File: src/lowest_free_number_allocator_assert.svh
// assertion macros used by the allocator top level
`ifndef LOWEST_FREE_NUMBER_ALLOCATOR_ASSERT_SVH
`define LOWEST_FREE_NUMBER_ALLOCATOR_ASSERT_SVH

// same-cycle implication, disabled while reset is high
`define LFNA_ASSERT_IMPL(label, clk, rst, ante, cons) \
   label: assert property (@(posedge clk) disable iff (rst) (ante) |-> (cons)) \
      else $error("allocator check failed");

// next-cycle implication, disabled while reset is high
`define LFNA_ASSERT_NEXT(label, clk, rst, ante, cons) \
   label: assert property (@(posedge clk) disable iff (rst) (ante) |=> (cons)) \
      else $error("allocator check failed");

`endif

File: src/lfna_pkg.sv
// types and constants of the lowest free number allocator
package lfna_pkg;

   localparam int MAX_VALUE  = 1024;
   localparam int NUMBER_W   = 11;
   localparam int SLOT_W     = $clog2(MAX_VALUE);
   localparam int CELL_BITS  = 32;
   localparam int BIT_IDX_W  = $clog2(CELL_BITS);
   localparam int CELL_COUNT = MAX_VALUE / CELL_BITS;
   localparam int CELL_IDX_W = SLOT_W - BIT_IDX_W;

   localparam logic CMD_TAKE = 1'b0;

   typedef struct packed {
      logic                cmd;
      logic [NUMBER_W-1:0] value;
   } lfna_req_type;

   typedef struct packed {
      logic [NUMBER_W-1:0] number;
      logic                exhausted;
   } lfna_rsp_type;

   // write strobes broadcast to every cell
   typedef struct packed {
      logic                  set;
      logic                  clr;
      logic [CELL_IDX_W-1:0] cell_sel;
      logic [BIT_IDX_W-1:0]  bit_sel;
   } lfna_cell_ctl_type;

   // search link handed from cell to cell
   typedef struct packed {
      logic              found;
      logic [SLOT_W-1:0] slot;
   } lfna_link_type;

   typedef enum logic {
      ST_IDLE,
      ST_EXEC
   } lfna_state_type;

endpackage

File: src/lfna_cell.sv
// one bitmap cell: a word of returned flags and its registered lowest-set summary
module lfna_cell
   import lfna_pkg::*;
#(
   parameter int CELL_ID = 0
) (
   input  logic              clock,
   input  logic              reset,
   input  lfna_cell_ctl_type ctl,
   input  lfna_link_type     link_in,
   output lfna_link_type     link_out
);

   logic [CELL_BITS-1:0] map_ff, map_in;
   logic                 any_ff, any_in;
   logic [BIT_IDX_W-1:0] low_ff, low_in;
   logic                 hit_here;

   // word update for returns and takes aimed at this cell
   always_comb begin
      map_in = map_ff;
      if (ctl.cell_sel == CELL_IDX_W'(CELL_ID)) begin
         if (ctl.set) begin
            map_in[ctl.bit_sel] = 1'b1;
         end
         if (ctl.clr) begin
            map_in[ctl.bit_sel] = 1'b0;
         end
      end
   end

   // lowest set flag within the stored word
   always_comb begin
      any_in = |map_ff;
      low_in = '0;
      for (int i = CELL_BITS - 1; i >= 0; i--) begin
         if (map_ff[i]) begin
            low_in = BIT_IDX_W'(i);
         end
      end
   end

   always_ff @(posedge clock) begin
      if (reset) begin
         map_ff <= '0;
         any_ff <= 1'b0;
         low_ff <= '0;
      end else begin
         map_ff <= map_in;
         any_ff <= any_in;
         low_ff <= low_in;
      end
   end

   // claim the link only when no lower cell holds a returned number
   assign hit_here       = any_ff & ~link_in.found;
   assign link_out.found = link_in.found | any_ff;
   assign link_out.slot  = hit_here ? {CELL_IDX_W'(CELL_ID), low_ff} : link_in.slot;

endmodule

File: src/lowest_free_number_allocator.sv
// top level of the lowest free number allocator
//
// Hands out the lowest free number in 1..1024. A request with cmd take
// returns one response carrying the number, or number 0 with exhausted set
// when every number is in use. A request with cmd return frees a number that
// was handed out; it gives no response, and returns of zero, of numbers not
// yet handed out or already free are ignored.
// Both channels use valid/stall: a request is taken when req_valid is high
// and req_stall low, a response when rsp_valid is high and rsp_stall low.
// Each request is captured in the idle state and then executed in the
// execute state, which searches the chain of 32 bitmap cells and updates
// the map or watermark; no new request is taken until it is back in idle.
// The search needs the cell summaries, registered in the cycle after each
// map write. A take response is written to the output register as the
// execute state ends. While an earlier response is stalled, a take waits in
// the execute state; a return still completes.
// Synchronous reset empties the bitmap, sets the watermark to 1 and drops
// rsp_valid; no clearing pass is needed afterwards.
module lowest_free_number_allocator
   import lfna_pkg::*;
(
   input  logic         clock,
   input  logic         reset,
   input  logic         req_valid,
   output logic         req_stall,
   input  lfna_req_type req_data,
   output logic         rsp_valid,
   input  logic         rsp_stall,
   output lfna_rsp_type rsp_data
);

   lfna_state_type      state_ff, state_in;
   lfna_req_type        req_ff, req_in;
   logic [NUMBER_W-1:0] watermark_ff, watermark_in;
   logic                rsp_valid_ff, rsp_valid_in;
   lfna_rsp_type        rsp_data_ff, rsp_data_in;

   lfna_cell_ctl_type   ctl;
   lfna_link_type       link [CELL_COUNT+1];

   logic                is_take;
   logic                out_free;
   logic                ret_ok;
   logic [SLOT_W-1:0]   ret_slot;
   logic                map_hit;
   logic [SLOT_W-1:0]   map_slot;

   // chain of bitmap cells, searched from the lowest cell upwards
   assign link[0] = '0;
   for (genvar k = 0; k < CELL_COUNT; k++) begin : g_cell
      lfna_cell #(
         .CELL_ID (k)
      ) u_cell (
         .clock    (clock),
         .reset    (reset),
         .ctl      (ctl),
         .link_in  (link[k]),
         .link_out (link[k+1])
      );
   end

   assign map_hit  = link[CELL_COUNT].found;
   assign map_slot = link[CELL_COUNT].slot;

   // request decode
   assign is_take  = (req_ff.cmd == CMD_TAKE);
   assign out_free = ~rsp_valid_ff | ~rsp_stall;
   assign ret_ok   = (req_ff.value != '0) && (req_ff.value < watermark_ff) &&
                     (req_ff.value <= NUMBER_W'(MAX_VALUE));
   assign ret_slot = SLOT_W'(req_ff.value - NUMBER_W'(1));

   // next state, map strobes and response
   always_comb begin
      state_in      = state_ff;
      req_in        = req_ff;
      watermark_in  = watermark_ff;
      rsp_valid_in  = rsp_valid_ff & rsp_stall;
      rsp_data_in   = rsp_data_ff;
      req_stall     = 1'b1;
      ctl.set       = 1'b0;
      ctl.clr       = 1'b0;
      ctl.cell_sel  = map_slot[SLOT_W-1:BIT_IDX_W];
      ctl.bit_sel   = map_slot[BIT_IDX_W-1:0];
      case (state_ff)
         ST_IDLE: begin
            req_stall = 1'b0;
            if (req_valid) begin
               req_in   = req_data;
               state_in = ST_EXEC;
            end
         end
         ST_EXEC: begin
            if (!is_take) begin
               ctl.set      = ret_ok;
               ctl.cell_sel = ret_slot[SLOT_W-1:BIT_IDX_W];
               ctl.bit_sel  = ret_slot[BIT_IDX_W-1:0];
               state_in     = ST_IDLE;
            end else if (out_free) begin
               rsp_valid_in = 1'b1;
               if (map_hit) begin
                  ctl.clr               = 1'b1;
                  rsp_data_in.number    = NUMBER_W'(map_slot) + NUMBER_W'(1);
                  rsp_data_in.exhausted = 1'b0;
               end else if (watermark_ff <= NUMBER_W'(MAX_VALUE)) begin
                  rsp_data_in.number    = watermark_ff;
                  rsp_data_in.exhausted = 1'b0;
                  watermark_in          = watermark_ff + NUMBER_W'(1);
               end else begin
                  rsp_data_in.number    = '0;
                  rsp_data_in.exhausted = 1'b1;
               end
               state_in = ST_IDLE;
            end
         end
         default: begin
            state_in = ST_IDLE;
         end
      endcase
   end

   always_ff @(posedge clock) begin
      if (reset) begin
         state_ff     <= ST_IDLE;
         watermark_ff <= NUMBER_W'(1);
         rsp_valid_ff <= 1'b0;
      end else begin
         state_ff     <= state_in;
         watermark_ff <= watermark_in;
         rsp_valid_ff <= rsp_valid_in;
      end
   end

   // payload registers
   always_ff @(posedge clock) begin
      req_ff      <= req_in;
      rsp_data_ff <= rsp_data_in;
   end

   assign rsp_valid = rsp_valid_ff;
   assign rsp_data  = rsp_data_ff;

   `include "lowest_free_number_allocator_assert.svh"

   `LFNA_ASSERT_IMPL(a_exhausted_zero, clock, reset, rsp_valid_ff && rsp_data_ff.exhausted, rsp_data_ff.number == '0)
   `LFNA_ASSERT_IMPL(a_given_below_wm, clock, reset, rsp_valid_ff && !rsp_data_ff.exhausted, (rsp_data_ff.number != '0) && (rsp_data_ff.number < watermark_ff))
   `LFNA_ASSERT_IMPL(a_wm_range, clock, reset, 1'b1, (watermark_ff >= NUMBER_W'(1)) && (watermark_ff <= NUMBER_W'(MAX_VALUE + 1)))
   `LFNA_ASSERT_NEXT(a_wm_step, clock, reset, (state_ff == ST_EXEC) && is_take && out_free && !map_hit && (watermark_ff <= NUMBER_W'(MAX_VALUE)), watermark_ff == $past(watermark_ff) + NUMBER_W'(1))

endmodule
File: config.mk
export PLATFORM = sky130hd
export DESIGN_NAME = lowest_free_number_allocator
export DESIGN_NICKNAME = d
export VERILOG_FILES = /design/src/lfna_pkg.sv /design/src/lfna_cell.sv /design/src/lowest_free_number_allocator.sv
export VERILOG_INCLUDE_DIRS = /design/src /design/src/src
export SDC_FILE = /design/constraint.sdc
export NUM_CORES = 2
export LEC_CHECK = 0
export ABC_AREA = 0
export BUFFER_PORTS_ARGS = -buffer_cell sky130_fd_sc_hd__buf_2
export CAP_MARGIN = 25
export CORE_ASPECT_RATIO = 0.7
export CORE_MARGIN = 1.5
export CORE_UTILIZATION = 40
export CTS_CLUSTER_DIAMETER = 40
export CTS_CLUSTER_SIZE = 40
export DETAILED_ROUTE_END_ITERATION = 10
export PLACE_DENSITY_LB_ADDON = 0.12
export REMOVE_ABC_BUFFERS = 1
export SLEW_MARGIN = 20
export SYNTH_ARGS = -nofsm -noshare
export SYNTH_HDL_FRONTEND = slang
export SYNTH_SLANG_ARGS = --single-unit
File: constraint.sdc
create_clock -name clock -period 5.05 [get_ports clock]
set_input_delay 1.01 -clock clock [delete_from_list [all_inputs] [get_ports clock]]
set_output_delay 1.01 -clock clock [all_outputs]
set_load 0.05 [all_outputs]
== After elaboration in Yosys (flattened, before gate mapping) ==
Cells that the tools add are included.
Storage, ports and cells
  register bits: 1253
  output and inout bits: 14
  logic and storage cells: 1773
Operators by class
  $add $sub $neg: 3
  $lt $le $gt $ge: 5
  equal/unequal tests: 31
  muxes and demuxes: 1138
  bitwise gates (word level): 165
  reduce and logical (&&, ||, !) cells: 200
Operators by type and width (number)
  2-to-1 mux 32 bit: 96
  2-to-1 mux 5 bit: 513
  AND 32 bit: 32
  2-to-1 mux 4 bit: 256
  bitwise OR 32 bit: 32
  OR reduction 32 bit: 32
  OR reduction 17 bit: 32
  2-to-1 mux 3 bit: 128
  OR reduction 9 bit: 32
  2-to-1 mux 10 bit: 17
  OR reduction 5 bit: 32
  2-to-1 mux 2 bit: 64
  OR reduction 3 bit: 32
  equality test 5 bit (second input constant): 16
  2-to-1 mux 9 bit: 8
  OR reduction 2 bit: 32
  2-to-1 mux 1 bit: 44
  equality test 5 x 4 -> 1 bit (second input constant): 8
  2-to-1 mux 12 bit: 3
  NOT 1 bit: 36
  AND 1 bit: 32
  2-to-1 mux 8 bit: 4
  NOT 32 bit: 1
  bitwise OR 1 bit: 32
  other kinds (20): 28

== Longest topological paths before layout ==
  depth after elaboration: 44
  mapped depth: 15
  gate-level depth less buffers: 11

== Hierarchy ==
Synthesis repeated with hierarchy kept, for this count alone.
Second synthesis, totals
  cells, all modules: 7455
  area, all modules: 62254.7 um^2
By module, submodules not included
  lfna_cell at g_cell[19].u_cell ...: times used 7, cells each 225, area each 1849.3 um^2, seq. area each 760.7 um^2
  lfna_cell at g_cell[17].u_cell ...: times used 5, cells each 225, area each 1875.5 um^2, seq. area each 760.7 um^2
  lfna_cell at g_cell[15].u_cell ...: times used 3, cells each 226, area each 1896.8 um^2, seq. area each 760.7 um^2
  lfna_cell at g_cell[11].u_cell ...: times used 3, cells each 226, area each 1856.8 um^2, seq. area each 760.7 um^2
  lfna_cell at g_cell[10].u_cell ...: times used 3, cells each 225, area each 1853.0 um^2, seq. area each 760.7 um^2
  lfna_cell at g_cell[4].u_cell ...: times used 2, cells each 227, area each 1951.9 um^2, seq. area each 760.7 um^2
  lfna_cell at g_cell[23].u_cell ...: times used 2, cells each 225, area each 1893.1 um^2, seq. area each 760.7 um^2
  lfna_cell at g_cell[1].u_cell ...: times used 2, cells each 225, area each 1881.8 um^2, seq. area each 760.7 um^2
  lowest_free_number_allocator: times used 1, cells each 241, area each 2249.7 um^2, seq. area each 980.9 um^2
  lfna_cell at g_cell[31].u_cell: times used 1, cells each 225, area each 1951.9 um^2, seq. area each 760.7 um^2
  lfna_cell at g_cell[16].u_cell: times used 1, cells each 225, area each 1879.3 um^2, seq. area each 760.7 um^2
  lfna_cell at g_cell[0].u_cell: times used 1, cells each 225, area each 1870.5 um^2, seq. area each 760.7 um^2
  lfna_cell at g_cell[7].u_cell: times used 1, cells each 228, area each 1855.5 um^2, seq. area each 760.7 um^2
  lfna_cell at g_cell[12].u_cell: times used 1, cells each 226, area each 1851.8 um^2, seq. area each 760.7 um^2

== Worst setup path after synthesis ==
No wires, ideal clock.
  path kind: reg-to-reg
  start point: register req_ff[4] in the netlist's numbering
  end point: register g_cell[12].u_cell.map_ff[3]
  setup time: 0.086 ns
  data arrival time: 3.633 ns
  data required time: 4.964 ns
  setup slack: 1.331 ns
  cell stages (with the launch flop): 13
  buffers on the path: 3
  clock period less this slack: 3.719 ns
  cells stage by stage: edfxtp_1 clkbuf_1 or4_1 nor4_1 xor2_1 a2111oi_0 nand2_1 or3_1 clkbuf_1 nor3_1 clkbuf_1 a21oi_1 a211oi_1
On the way
  cells in the longest elaborated chain, start to end: 12
Ends and longest elaborated chain
  start: declaration: RTL line lowest_free_number_allocator.sv:33  | lfna_req_type req_ff, req_in;
  start signal: assignment: RTL line lowest_free_number_allocator.sv:135  | req_ff <= req_in;
  subtractor 10 x 1 -> 10 bit: RTL line lowest_free_number_allocator.sv:70  | assign ret_slot = SLOT_W'(req_ff.value - NUMBER_W'(1));
  2-to-1 mux 10 bit: RTL line lowest_free_number_allocator.sv:93  | if (!is_take) begin
  2-to-1 mux 12 bit (*): RTL line lowest_free_number_allocator.sv:84  | case (state_ff)
  less-than comparator 5 x 6 -> 1 bit (implied by the code) or >= comparator 5 x 1 -> 1 bit (tied branches): RTL line lfna_cell.sv:24, lfna_cell.sv:27
  logical AND 1 bit (implied by the code): RTL line lfna_cell.sv:24, lfna_cell.sv:27
  2-to-1 mux 1 bit (implied by the code): RTL line lfna_cell.sv:24, lfna_cell.sv:27
  demux 1 bit (select 5 bit)
  bitwise OR 32 bit (no source line)
  2-to-1 mux 32 bit: RTL line lfna_cell.sv:23  | if (ctl.set) begin
  2-to-1 mux 32 bit: RTL line lfna_cell.sv:22  | if (ctl.cell_sel == CELL_IDX_W'(CELL_ID)) begin
  AND 32 bit (no source line)
  2-to-1 mux 32 bit: RTL line lfna_cell.sv:26  | if (ctl.clr) begin
  end signal: assignment: RTL line lfna_cell.sv:49  | map_ff <= map_in;
  end: declaration: RTL line lfna_cell.sv:14  | logic [CELL_BITS-1:0] map_ff, map_in;
Mark *: on every way between the ends. The rest lies on a longest branch, timed or not. The select of a mux whose other input is x is not followed.
A chain may end at the register's enable or synchronous reset.

== Worst setup path in the final report ==
  start point: register g_cell[16].u_cell.any_ff
  end point: register g_cell[22].u_cell.map_ff[17]
On the way
  cells in the longest elaborated chain, start to end: 29
Ends and longest elaborated chain
  start: declaration: RTL line lfna_cell.sv:15  | logic any_ff, any_in;
  start signal: assignment: RTL line lfna_cell.sv:50  | any_ff <= any_in;
  bitwise OR 1 bit: RTL line lfna_cell.sv:57  | assign link_out.found = link_in.found | any_ff;
  NOT 1 bit or bitwise OR 1 bit (tied branches): RTL line lfna_cell.sv:56, lfna_cell.sv:57
  AND 1 bit (tied with other cells): RTL line lfna_cell.sv:56  | assign hit_here = any_ff & ~link_in.found;
  2-to-1 mux 10 bit (tied with other cells) (13 in a row): RTL line lfna_cell.sv:58  | assign link_out.slot = hit_here ? {CELL_IDX_W'(CELL_ID), low_ff} : link_in.slot;
  2-to-1 mux 10 bit or AND 1 bit (tied branches): RTL line lfna_cell.sv:58, lfna_cell.sv:56
  2-to-1 mux 10 bit: RTL line lfna_cell.sv:58
  2-to-1 mux 10 bit: RTL line lowest_free_number_allocator.sv:93
  2-to-1 mux 12 bit (*): RTL line lowest_free_number_allocator.sv:84
  less-than comparator 5 x 6 -> 1 bit (implied by the code) or >= comparator 5 x 1 -> 1 bit (tied branches): RTL line lfna_cell.sv:24, lfna_cell.sv:27
  logical AND 1 bit (implied by the code): RTL line lfna_cell.sv:24, lfna_cell.sv:27
  2-to-1 mux 1 bit (implied by the code): RTL line lfna_cell.sv:24, lfna_cell.sv:27
  demux 1 bit (select 5 bit)
  bitwise OR 32 bit (no source line)
  2-to-1 mux 32 bit: RTL line lfna_cell.sv:23
  2-to-1 mux 32 bit: RTL line lfna_cell.sv:22
  AND 32 bit (no source line)
  2-to-1 mux 32 bit: RTL line lfna_cell.sv:26
  end signal: assignment: RTL line lfna_cell.sv:49
  end: declaration: RTL line lfna_cell.sv:14
Marked as above.

==> results.py <==
metrics = {
    "run_status": {
        "outcome": "finished clean",
    },
    "timing": {
        "drv_slew": 0,
        "rsz0062_at_grt": "false",
        "tightest_slew_ps": 1150,
        "finalHoldViolCount": 0,
        "post-route-period-util": 0.950,
        "tns_ps": 0,
        "fin_skew_ps": 44.7,
        "fmax_mhz": 209,
        "slew-limit-headroom": 0.233,
        "period_needed_ps": 4800,
        "setup_violations": 0,
    },
    "power_and_ir_drop": {
        "power.total_mw": 22.4,
        "ir_drop_mv": 0.286,
        "power_density_mw_per_mm2": 325,
        "p_leak_nw": 22.2,
    },
    "clock_network": {
        "cts_tree": "done",
        "hold_buffers": 0,
        "post-cts-setup-buffers": 0,
        "cts_max_path_buffers": 3,
        "path_clk_slew_ps": 70,
        "cts_root_buffer": "clkbuf_16",
        "post_cts_resized": 0,
        "htreeDepth": 4,
        "cts_sinks": 1253,
        "clock_latency_ps": 830,
        "cts_buffers": 147,
    },
    "die": {
        "die_y_um": 327,
        "start_util": 0.404,
        "placement_rows": 118,
        "coreArea_sq_mm": 0.148,
        "die_x_um": 466,
        "die_area_sq_mm": 0.152,
        "num_io_pins": 30,
    },
    "layout": {
        "post-route-cell-area_sq_mm": 0.0690,
        "syn_to_final_growth_pct": 15.1,
        "drive_gt1_frac": 0.109,
        "final_nets": 6958,
    },
    "placement": {
        "dp_hpwl_mm": 170,
        "placed_cell_area_sq_mm": 0.0635,
        "gp_congestion": 1.01,
        "portBuffers": 29,
    },
    "global_route": {
        "grt_use_total": 0.322,
        "gr-usage-met1": 0.509,
        "met2_usage": 0.429,
        "grt_max_degree": 206,
        "grt.overflow.total": 0,
        "grt_pass1_vias": 54000,
        "grt_pass1_wl_mm": 373,
        "use_met3": 0.0678,
        "grt.busiest_layer": "met1",
        "antenna_found_initial": 11,
    },
    "drt": {
        "wl_mm": 254,
        "post_drt_wl_per_cell_um": 28.1,
        "dr.pass1.iters": 8,
        "avgViaCountPerCell": 6.64,
        "ant_nets": 0,
        "drc": 0,
        "vias": 60000,
        "drtIter0Drc": 7697,
    },
    "logic_synthesis": {
        "async_reset_ff_frac": 0,
        "synth_edf_count": 24,
        "synth_area_leaders": "dfxtp_1 (41%), a211oi_1 (11%), a31oi_1 (8.6%)",
        "synthCells": 7061,
        "synth_common_cells": "dfxtp_1 (1,229), a211oi_1 (895), a31oi_1 (821)",
        "synth-seq-cells": 1253,
        "syn_area_sq_mm": 0.0599,
        "ys_warn_count": 0,
        "yosysUniqueCellTypes": 97,
        "ys_seq_area_frac": 0.422,
        "ys.flop_type": "dfxtp_1",
        "synthDominantCellAreaShare": 0.410,
        "synth.most_common_cell": "dfxtp_1",
        "synth_top_cell_by_area": "dfxtp_1",
        "synth_area_per_cell_sq_um": 8.49,
    },
    "setup_path": {
        "crit_fanout": 15,
        "reg2regPathDepth": 12,
        "required_ps": 5680,
        "cp.arrival_ps": 5430,
        "crit_type": "reg -> reg",
        "critPathLaunchType": "register",
        "end_kind": "register",
    },
    "hold_path": {
        "whs_path_depth": 1,
        "hold_class": "in -> reg",
    },
    "job": {
        "cap_violations": 0,
    },
}
-- area by class of cell --
class / count / area, sq um
repair buffers: 377 / 3720
fillers: 14300 / 79400
diodes: 4 / 10.0
multi-input cells: 4893 / 31100
clock buffers: 173 / 4020
inverters: 256 / 961
flip-flops and latches: 1253 / 25300
clock inverters: 100 / 1380
well taps: 1980 / 2480
-- metrics by stage --
step	hold slack, ps	util	std cells	setup WS (ps)
after CTS	311	0.464	9021	197
after global routing	348	0.465	9032	64.3
after detailed placement	483	0.428	8748	208
after global placement	477	0.427	8747	58.6
after floorplan	446	-	6402	-8220
final	364	0.465	9036	254
-- power breakdown --
part	switching, mW	leakage (nW)	internal [mW]
Clock	4.93	2.62	6.88
Combinational	0.529	9.51	0.142
Sequential	0.0198	10.1	9.92
-- kinds of logic (layout without fill, tap and decap cells) --
| kind of cell | after synthesis | in the layout | share of synthesized area |
|---|---|---|---|
| compound gates | 3003 | 3003 | 0.344 |
| xor+xnor | 18 | 18 | 0.00263 |
| fa+ha+maj | 14 | 14 | 0.00292 |
| buf+inv | 915 | 906 | 0.0644 |
| flops | 1253 | 1253 | 0.422 |
| mux | 19 | 19 | 0.00321 |
| other cells | 0 | 4 | 0 |
| simple gates | 1839 | 1839 | 0.160 |
-- cells in the final DEF (no fill, tap or decap), drive strengths merged, types with 172 or more instances in the layout --
cell    synthesis  final
a211oi        905    905
a21oi         487    487
a31oi         821    821
buf           249    377
clkbuf        410    173
dfxtp        1229   1229
inv           256    296
nand2         191    191
nand3         172    172
nor2          559    559
nor3          217    217
nor4          269    269
-- per-layer routing --
layer,wire length (um),part of all wire
met4,6470,0.025
met1,123000,0.48
met3,26500,0.10
met5,8,0.000031
met2,98500,0.39
-- final timing paths --
| kind | start | to | slack [ps] |
|---|---|---|---|
| max | g_cell[16].u_cell.any_ff | g_cell[22].u_cell.map_ff[17] | 250 |
| min | req_data[8] | req_ff[8] | 360 |
| max reg2reg | g_cell[16].u_cell.any_ff | g_cell[22].u_cell.map_ff[17] | 250 |
| min reg2reg | g_cell[24].u_cell.map_ff[29] | g_cell[24].u_cell.map_ff[29] | 490 |
-- critical path, stage by stage, from the launching register on --
cell and delay [ps]:
dfxtp_1 310, buf_4 180, or4_1 670, nor3_1 670, nand3_1 170, a2111oi_0 610, buf_4 210, nor4_1 60
and2_1 220, nor4_4 710, and2_2 360, buf_4 310, a211oi_1 120
-- flip-flops by register name, indices dropped and copies added (netlist names) --
name	count
g_cell.u_cell.low_ff	160
rsp_data	12
g_cell.u_cell.map_ff	1024
rsp_valid	1
g_cell.u_cell.any_ff	32
watermark_ff	11
req_ff	12
state_ff	1
(Power assumes the default switching activity.)
